## config.mk

```make
export PLATFORM = sky130hd
export DESIGN_NAME = sixteen_step_gate_sequencer
export DESIGN_NICKNAME = d
export VERILOG_FILES = /design/src/hdl/sgs_pkg.sv /design/src/hdl/sgs_cfg_regs.sv /design/src/hdl/sgs_step_core.sv /design/src/hdl/sixteen_step_gate_sequencer.sv
export SDC_FILE = /design/constraint.sdc
export NUM_CORES = 1
export LEC_CHECK = 0
export CAP_MARGIN = 15
export CORE_ASPECT_RATIO = 1.4
export CORE_MARGIN = 5
export CORE_UTILIZATION = 30
export CTS_BUF_LIST = sky130_fd_sc_hd__clkbuf_16
export DETAILED_ROUTE_END_ITERATION = 12
export DONT_BUFFER_PORTS = 1
export MAX_ROUTING_LAYER = met4
export PLACE_DENSITY = 0.44
export SYNTH_ARGS = -nofsm -noshare
export SYNTH_HDL_FRONTEND = slang
export SYNTH_HIERARCHICAL = 1
export SYNTH_SLANG_ARGS = --single-unit
```

## constraint.sdc

```tcl
create_clock -name clk_i -period 4.45 [get_ports clk_i]
set_clock_uncertainty 0.05 [all_clocks]
set_input_delay 0.2225 -clock clk_i [delete_from_list [all_inputs] [get_ports clk_i]]
set_output_delay 0.2225 -clock clk_i [all_outputs]
set_load 0.1 [all_outputs]
```

## src/hdl/sgs_pkg.sv

```systemverilog
// Shared types and constants for the sixteen-step gate sequencer.
package sgs_pkg;

  localparam int unsigned ButtonW   = 16;
  localparam int unsigned PhaseInW  = 24;
  localparam int unsigned StepOutW  = 4;
  localparam int unsigned StepCntW  = 5;
  localparam int unsigned CfgIdxW   = 2;
  localparam int unsigned CfgDataW  = 5;

  localparam logic [StepCntW-1:0] StepCountRst = 5'd16;

  typedef enum logic [CfgIdxW-1:0] {
    CFG_STEP_COUNT = 2'd0,
    CFG_EXT_MODE   = 2'd1
  } sgs_cfg_idx_e;

  typedef struct packed {
    logic [StepCntW-1:0] step_count;
    logic                external_clock_mode;
  } sgs_cfg_t;

  typedef struct packed {
    logic                run_level;
    logic                restart_level;
    logic                ext_clock_level;
    logic [ButtonW-1:0]  gate_buttons;
    logic [PhaseInW-1:0] phase_increment;
  } sgs_in_t;

  typedef struct packed {
    logic [StepOutW-1:0] current_step;
    logic [ButtonW-1:0]  step_gate_mask;
    logic                combined_gate;
    logic                is_running;
    logic                advanced;
  } sgs_out_t;

endpackage

```

## src/hdl/sgs_cfg_regs.sv

```systemverilog
// Configuration register file: step count and clock source select.
module sgs_cfg_regs import sgs_pkg::*; (
  input  logic                clk_i,
  input  logic                rst_ni,
  input  logic                cfg_valid_i,
  output logic                cfg_ready_o,
  input  logic [CfgIdxW-1:0]  cfg_index_i,
  input  logic [CfgDataW-1:0] cfg_data_i,
  output sgs_cfg_t            cfg_o
);

  sgs_cfg_t cfg_q, cfg_d;

  assign cfg_ready_o = 1'b1;
  assign cfg_o       = cfg_q;

  always_comb begin
    cfg_d = cfg_q;
    if (cfg_valid_i) begin
      case (cfg_index_i)
        CFG_STEP_COUNT: cfg_d.step_count = cfg_data_i[StepCntW-1:0];
        CFG_EXT_MODE:   cfg_d.external_clock_mode = cfg_data_i[0];
        default:        cfg_d = cfg_q;
      endcase
    end
  end

  always_ff @(posedge clk_i or negedge rst_ni) begin
    if (!rst_ni) begin
      cfg_q.step_count          <= StepCountRst;
      cfg_q.external_clock_mode <= 1'b0;
    end else begin
      cfg_q <= cfg_d;
    end
  end

endmodule

```

## src/hdl/sgs_step_core.sv

```systemverilog
// Sequencer state, single-pass next-state logic and the result register.
module sgs_step_core import sgs_pkg::*; #(
  parameter int unsigned MAX_STEPS  = 16,
  parameter int unsigned PHASE_BITS = 24
) (
  input  logic     clk_i,
  input  logic     rst_ni,
  input  logic     fire_i,
  input  sgs_cfg_t cfg_i,
  input  sgs_in_t  item_i,
  output sgs_out_t result_o
);

  localparam int unsigned IdxW  = $clog2(MAX_STEPS);
  localparam int unsigned CntW  = ($clog2(MAX_STEPS + 1) > StepCntW) ?
                                  $clog2(MAX_STEPS + 1) : StepCntW;
  localparam int unsigned PadW  = IdxW + StepOutW;

  logic                  running_q, running_d;
  logic [PHASE_BITS-1:0] phase_q, phase_d;
  logic [IdxW-1:0]       idx_q, idx_d;
  logic [MAX_STEPS-1:0]  gates_q, gates_d;
  logic [2:0]            prev_ctl_q;
  logic [MAX_STEPS-1:0]  prev_btn_q;
  sgs_out_t              result_q, result_d;

  logic [2:0]                      ctl;
  logic [2:0]                      ctl_rise;
  logic [MAX_STEPS+ButtonW-1:0]    btn_pad;
  logic [MAX_STEPS-1:0]            btn;
  logic [PHASE_BITS+PhaseInW-1:0]  inc_pad;
  logic [PHASE_BITS-1:0]           inc;
  logic [PHASE_BITS:0]             sum;
  logic [CntW-1:0]                 sc;
  logic [CntW-1:0]                 n_steps;
  logic                            next;
  logic                            gate_on;
  logic [PadW-1:0]                 idx_pad;

  assign ctl      = {item_i.ext_clock_level, item_i.restart_level, item_i.run_level};
  assign ctl_rise = ctl & ~prev_ctl_q;
  assign btn_pad  = {{MAX_STEPS{1'b0}}, item_i.gate_buttons};
  assign btn      = btn_pad[MAX_STEPS-1:0];
  assign inc_pad  = {{PHASE_BITS{1'b0}}, item_i.phase_increment};
  assign inc      = inc_pad[PHASE_BITS-1:0];
  assign sum      = {1'b0, phase_q} + {1'b0, inc};
  assign sc       = CntW'(cfg_i.step_count);

  always_comb begin
    if (sc == '0) begin
      n_steps = CntW'(1);
    end else if (sc > CntW'(MAX_STEPS)) begin
      n_steps = CntW'(MAX_STEPS);
    end else begin
      n_steps = sc;
    end
  end

  always_comb begin
    running_d = running_q ^ ctl_rise[0];
    phase_d   = phase_q;
    next      = 1'b0;

    // The clock only counts with the running flag as updated on this transaction.
    if (running_d) begin
      if (cfg_i.external_clock_mode) begin
        if (ctl_rise[2]) begin
          phase_d = '0;
          next    = 1'b1;
        end
      end else begin
        phase_d = sum[PHASE_BITS-1:0];
        next    = sum[PHASE_BITS];
      end
    end

    // A restart absorbs any clock advance on the same transaction.
    if (ctl_rise[1]) begin
      phase_d = '0;
      next    = 1'b1;
    end

    idx_d = idx_q;
    if (next) begin
      if (ctl_rise[1] || (CntW'(idx_q) + CntW'(1) >= n_steps)) begin
        idx_d = '0;
      end else begin
        idx_d = idx_q + IdxW'(1);
      end
    end

    gates_d = gates_q ^ (btn & ~prev_btn_q);
    gate_on = gates_d[idx_d];
    idx_pad = {{StepOutW{1'b0}}, idx_d};

    result_d.current_step  = idx_pad[StepOutW-1:0];
    for (int i = 0; i < ButtonW; i++) begin
      result_d.step_gate_mask[i] = gate_on && (idx_pad == PadW'(i));
    end
    result_d.combined_gate = gate_on && !next;
    result_d.is_running    = running_d;
    result_d.advanced      = next;
  end

  always_ff @(posedge clk_i or negedge rst_ni) begin
    if (!rst_ni) begin
      running_q  <= 1'b1;
      phase_q    <= '0;
      idx_q      <= '0;
      gates_q    <= '0;
      prev_ctl_q <= '0;
      prev_btn_q <= '0;
    end else if (fire_i) begin
      running_q  <= running_d;
      phase_q    <= phase_d;
      idx_q      <= idx_d;
      gates_q    <= gates_d;
      prev_ctl_q <= ctl;
      prev_btn_q <= btn;
    end
  end

  always_ff @(posedge clk_i) begin
    if (fire_i) begin
      result_q <= result_d;
    end
  end

  assign result_o = result_q;

endmodule

```

## src/hdl/sixteen_step_gate_sequencer.sv

```systemverilog
// Top level of the sixteen-step gate sequencer: input register, core and output handshake.
// Path: a transaction is held in the input register, then moves into the result register
// when the pipeline advances, and is offered on the output from there.
// Throughput: one transaction per cycle unless the output stalls; the input and result
// registers hold one item each, so one more is taken while a result waits on a stall.
// Reset (rst_ni low, asynchronous): running on, phase, step and gates cleared,
// step count 16, internal clock source; both pipeline registers empty.
module sixteen_step_gate_sequencer import sgs_pkg::*; #(
  parameter int unsigned MAX_STEPS  = 16,
  parameter int unsigned PHASE_BITS = 24
) (
  input  logic                clk_i,
  input  logic                rst_ni,
  input  logic                in_valid_i,
  output logic                in_stall_o,
  input  sgs_in_t             in_data_i,
  output logic                out_valid_o,
  input  logic                out_stall_i,
  output sgs_out_t            out_data_o,
  input  logic                cfg_valid_i,
  output logic                cfg_ready_o,
  input  logic [CfgIdxW-1:0]  cfg_index_i,
  input  logic [CfgDataW-1:0] cfg_data_i
);

  sgs_cfg_t cfg;
  sgs_in_t  in_q;
  logic     in_valid_q;
  logic     out_valid_q;
  logic     advance;
  logic     fire;

  // The pipeline moves whenever the result register is empty or being taken.
  assign advance    = !out_valid_q || !out_stall_i;
  assign fire       = advance && in_valid_q;
  assign in_stall_o = in_valid_q && !advance;

  always_ff @(posedge clk_i or negedge rst_ni) begin
    if (!rst_ni) begin
      in_valid_q  <= 1'b0;
      out_valid_q <= 1'b0;
    end else begin
      if (!in_stall_o) begin
        in_valid_q <= in_valid_i;
      end
      if (advance) begin
        out_valid_q <= in_valid_q;
      end
    end
  end

  always_ff @(posedge clk_i) begin
    if (in_valid_i && !in_stall_o) begin
      in_q <= in_data_i;
    end
  end

  sgs_cfg_regs u_cfg (
    .clk_i       (clk_i),
    .rst_ni      (rst_ni),
    .cfg_valid_i (cfg_valid_i),
    .cfg_ready_o (cfg_ready_o),
    .cfg_index_i (cfg_index_i),
    .cfg_data_i  (cfg_data_i),
    .cfg_o       (cfg)
  );

  sgs_step_core #(
    .MAX_STEPS  (MAX_STEPS),
    .PHASE_BITS (PHASE_BITS)
  ) u_core (
    .clk_i    (clk_i),
    .rst_ni   (rst_ni),
    .fire_i   (fire),
    .cfg_i    (cfg),
    .item_i   (in_q),
    .result_o (out_data_o)
  );

  assign out_valid_o = out_valid_q;

endmodule

```

==> run metrics <==
initial antenna violation count=0; CTS H-tree lvls=4; Mapped Cells=613; final net count=762; Post-Syn Area=7140 um^2; Design Power=0.00570 W; RSZ-0062 raised after global routing=false; vias in the first global route=4,992; Reg area=3790 um^2; share of cells above drive strength 1=14.4%; Worst-Margin Slew=1.06 ns; total of max-cap violations=0; top_reg_cell synth=dfrtp_1; R2R setup slack=0.56 ns; Inserted Diodes=0; CTS tree=built; r2r endpoint=u_core/result_o[2]$_DFFE_PP_; core box area=23,400 um^2; pin count of the biggest net entering global routing=73; Avg Cell Area, Syn=11.7 um^2; DIE AREA=27,000 um^2; CP required=4.55 ns; IO Pins=81; Pwr Density=655 nW/um^2; post_cts resized=0; YS warnings=6; CP Class=flip-flop to flip-flop; fin cells=995; clock buffer depth=2; worst reg2reg path depth=15; final-layout fill cell count=2,280; Slew headroom=29.1%; Worst Setup EP=u_core/result_o[2]$_DFFE_PP_; # DRC=0; Post-Syn Nets=699; Post-synth EDFFs=66; initial DRC count=247; PortBufs=0; Num CTS Buffers=17; clock latency on the worst-skew pair=0.42 ns; Yosys cell types=78; Die Ht=193 um; crit start category=flip-flop; Hold WC Path Type=input pin to flip-flop; register area share after synthesis=53.0%; total grt overflow=0; routed wire length=15,800 um; fin util=37.2%; routed vias=4,823; fmax=257 MHz; clk slew on worst S/H paths=0.06 ns; Leakage=3.42 nW; status=finished clean; Final ANT Viol Nets=0; asr flop ratio synth=52.2%; DRT Pass-1 Iters=5; Root Buffer Master=clkbuf_16; r2r startpoint=u_core/idx_q[1]$_DFFE_PN0P_; total track usage=12.4%; Slew Limit Fails=0; Area Growth Syn to Fin=21.7%; Die Wd=140 um; Initial Util=30.6%; CP arrival=3.99 ns; Yosys reg bits=138; Via-to-Cell Ratio=4.85; HPWL after DPL=11,300 um; Crit. Startpoint=u_core/idx_q[1]$_DFFE_PN0P_; Worst setup EP type=flip-flop; routability cong.=0.815; Tmin final=3.89 ns; Hold Fails Final Rpt=0; Worst VDD drop=0.279 mV; Post-CTS Hold Fix Bufs=55; Row Count=66; Critical Path Fanout Max=12; setup TNS=0 ns; Inst Count DP=907; clk sinks=138; area of the multi-input gates=3230 um^2; first-pass GRT wire length=25,800 um; Post-CTS Setup Inserts=0; Final Cycle Share=87.5%; Wirelength per Cell=15.9 um; Final Setup Violations=0
==> how the worst min path moves through the flow <==
stage | startpoint | end | slack, ns | cells after the start
floorplan | rst_ni | in_valid_q$_DFFE_PN0N_ | -0.12 | 0
global placement | rst_ni | u_core/prev_btn_q[10]$_DFFE_PN0P_ | -0.12 | 0
detailed placement | rst_ni | u_core/prev_btn_q[10]$_DFFE_PN0P_ | -0.12 | 0
CTS | cfg_index_i[0] | u_cfg/cfg_o[4]$_DFFE_PN0P_ | 0.01 | 2
global route | cfg_index_i[0] | u_cfg/cfg_o[4]$_DFFE_PN0P_ | 0.02 | 2
finish | cfg_index_i[0] | u_cfg/cfg_o[4]$_DFFE_PN0P_ | 0.04 | 2
==> worst max-delay path: stages, from the launching register on <==
cell,delay [ns]
dfrtp_1,0.55
nand2_1,0.22
inv_1,0.14
nand2_1,0.07
xnor2_1,0.20
inv_1,0.07
ha_1,0.28
or2_2,0.27
a211o_1,0.30
o41ai_2,0.07
clkbuf_4,0.30
a21oi_1,0.08
a21oi_1,0.31
a21oi_1,0.16
o32ai_4,0.38
a41oi_2,0.14
==> cells in the mapped netlist (2+ instances only) <==
master / instances / area share [%]
dfrtp_1: 70 / 25
edfxtp_1: 66 / 28
nand2_1: 60 / 3.2
nor2_1: 45 / 2.4
xnor2_1: 41 / 5.0
a21oi_1: 37 / 2.6
ha_1: 30 / 5.3
mux2_2: 25 / 3.9
nor2b_1: 20 / 1.8
o21ai_0: 17 / 1.2
a22o_1: 15 / 1.8
inv_1: 15 / 0.79
xor2_1: 13 / 1.6
clkbuf_1: 10 / 0.53
nor3_1: 10 / 0.70
nand2b_1: 9 / 0.79
nand3_1: 9 / 0.63
a211oi_1: 5 / 0.53
a21o_1: 5 / 0.53
and3_1: 5 / 0.44
o21a_1: 5 / 0.53
o31ai_1: 5 / 0.53
a31oi_1: 4 / 0.35
buf_1: 4 / 0.21
nand4_1: 4 / 0.35
o211ai_1: 4 / 0.42
o22ai_1: 4 / 0.35
or2_2: 4 / 0.35
a32oi_1: 3 / 0.37
and2_1: 3 / 0.26
mux2i_1: 3 / 0.42
o21ai_1: 3 / 0.21
o21bai_1: 3 / 0.32
o41ai_1: 3 / 0.37
a211o_1: 2 / 0.25
a211oi_2: 2 / 0.35
a22oi_1: 2 / 0.21
a41oi_2: 2 / 0.46
buf_4: 2 / 0.21
clkinv_1: 2 / 0.11
dfstp_2: 2 / 0.74
nand3b_1: 2 / 0.21
o311ai_0: 2 / 0.25
or3_1: 2 / 0.18
==> power by group <==
part	switching, W	leakage, nW	total, W	internal [W]
Clock	0.000578	0.295	0.00147	0.000891
Sequential	0.000510	1.52	0.00218	0.00167
Combinational	0.00116	1.60	0.00205	0.000883
Total	0.00225	3.42	0.00570	0.00345
==> cell families (layout without fill, tap and decap cells) <==
group,after synthesis,count (layout),synth area share [%]
flops,138,138,53.0
buf+inv,35,111,2.00
compound gates,142,142,15.1
other cells,1,1,0.0525
mux,28,28,4.36
fa+ha+maj,31,31,5.53
xor+xnor,55,55,7.01
simple gates,183,183,13.0
==> flip-flops by register name (all words and copies together), names as in the netlist <==
signal and cells:
in_valid_q 1, u_core/phase_q 24, in_q 43, u_core/running_q 1, u_core/result_o 23, u_core/prev_ctl_q 3
u_core/idx_q 4, out_valid_o 1, u_core/prev_btn_q 16, u_core/gates_q 16, u_cfg/cfg_o 6
==> routing by layer <==
layer / wire length, um / vias up / GRT usage, %
li1: - / 2362 / -
met1: 6690 / 2356 / 14.1
met5: 0 / - / -
met4: 157 / 0 / 4.77
met3: 493 / 13 / 2.93
met2: 8480 / 92 / 21.3
==> placed cells by master (no fill, tap or decap), types with 3 or more instances in the layout <==
cell / instances
dfrtp_1: 70
edfxtp_1: 66
nand2_1: 60
dlygate4sd3_1: 54
nor2_1: 45
xnor2_1: 41
a21oi_1: 37
ha_1: 30
mux2_2: 25
nor2b_1: 20
clkbuf_16: 17
o21ai_0: 17
inv_1: 15
a22o_1: 15
xor2_1: 13
nor3_1: 10
nand2b_1: 9
nand3_1: 9
clkinv_4: 5
and3_1: 5
a211oi_1: 5
a21o_1: 5
o21a_1: 5
o31ai_1: 5
buf_4: 5
inv_6: 4
nand4_1: 4
o211ai_1: 4
or2_2: 4
o22ai_1: 4
a31oi_1: 4
bufinv_16: 3
o21ai_1: 3
a32oi_1: 3
mux2i_1: 3
o21bai_1: 3
o41ai_1: 3
==> metrics by stage <==
stage                     area [um^2]  hold slack [ns]  setup WS [ns]
after CTS                        8690           0.0111          0.366
after global routing             8690           0.0196          0.261
after detailed placement         7500           -0.115          0.399
after floorplan                  7140           -0.123          0.340
after global placement           7500           -0.116          0.491
final                            8690           0.0395          0.556
==> area by class of cell <==
| class | instances | area share (%) |
|---|---|---|
| timing repair buffer | 61 | 7.05 |
| tap | 306 | 4.40 |
| multi-input combinational | 440 | 37.1 |
| inverter | 18 | 0.806 |
| clock buffer | 17 | 4.89 |
| sequential | 138 | 43.5 |
| clock inverter | 15 | 2.17 |
Power figures use the tool's default switching activity.
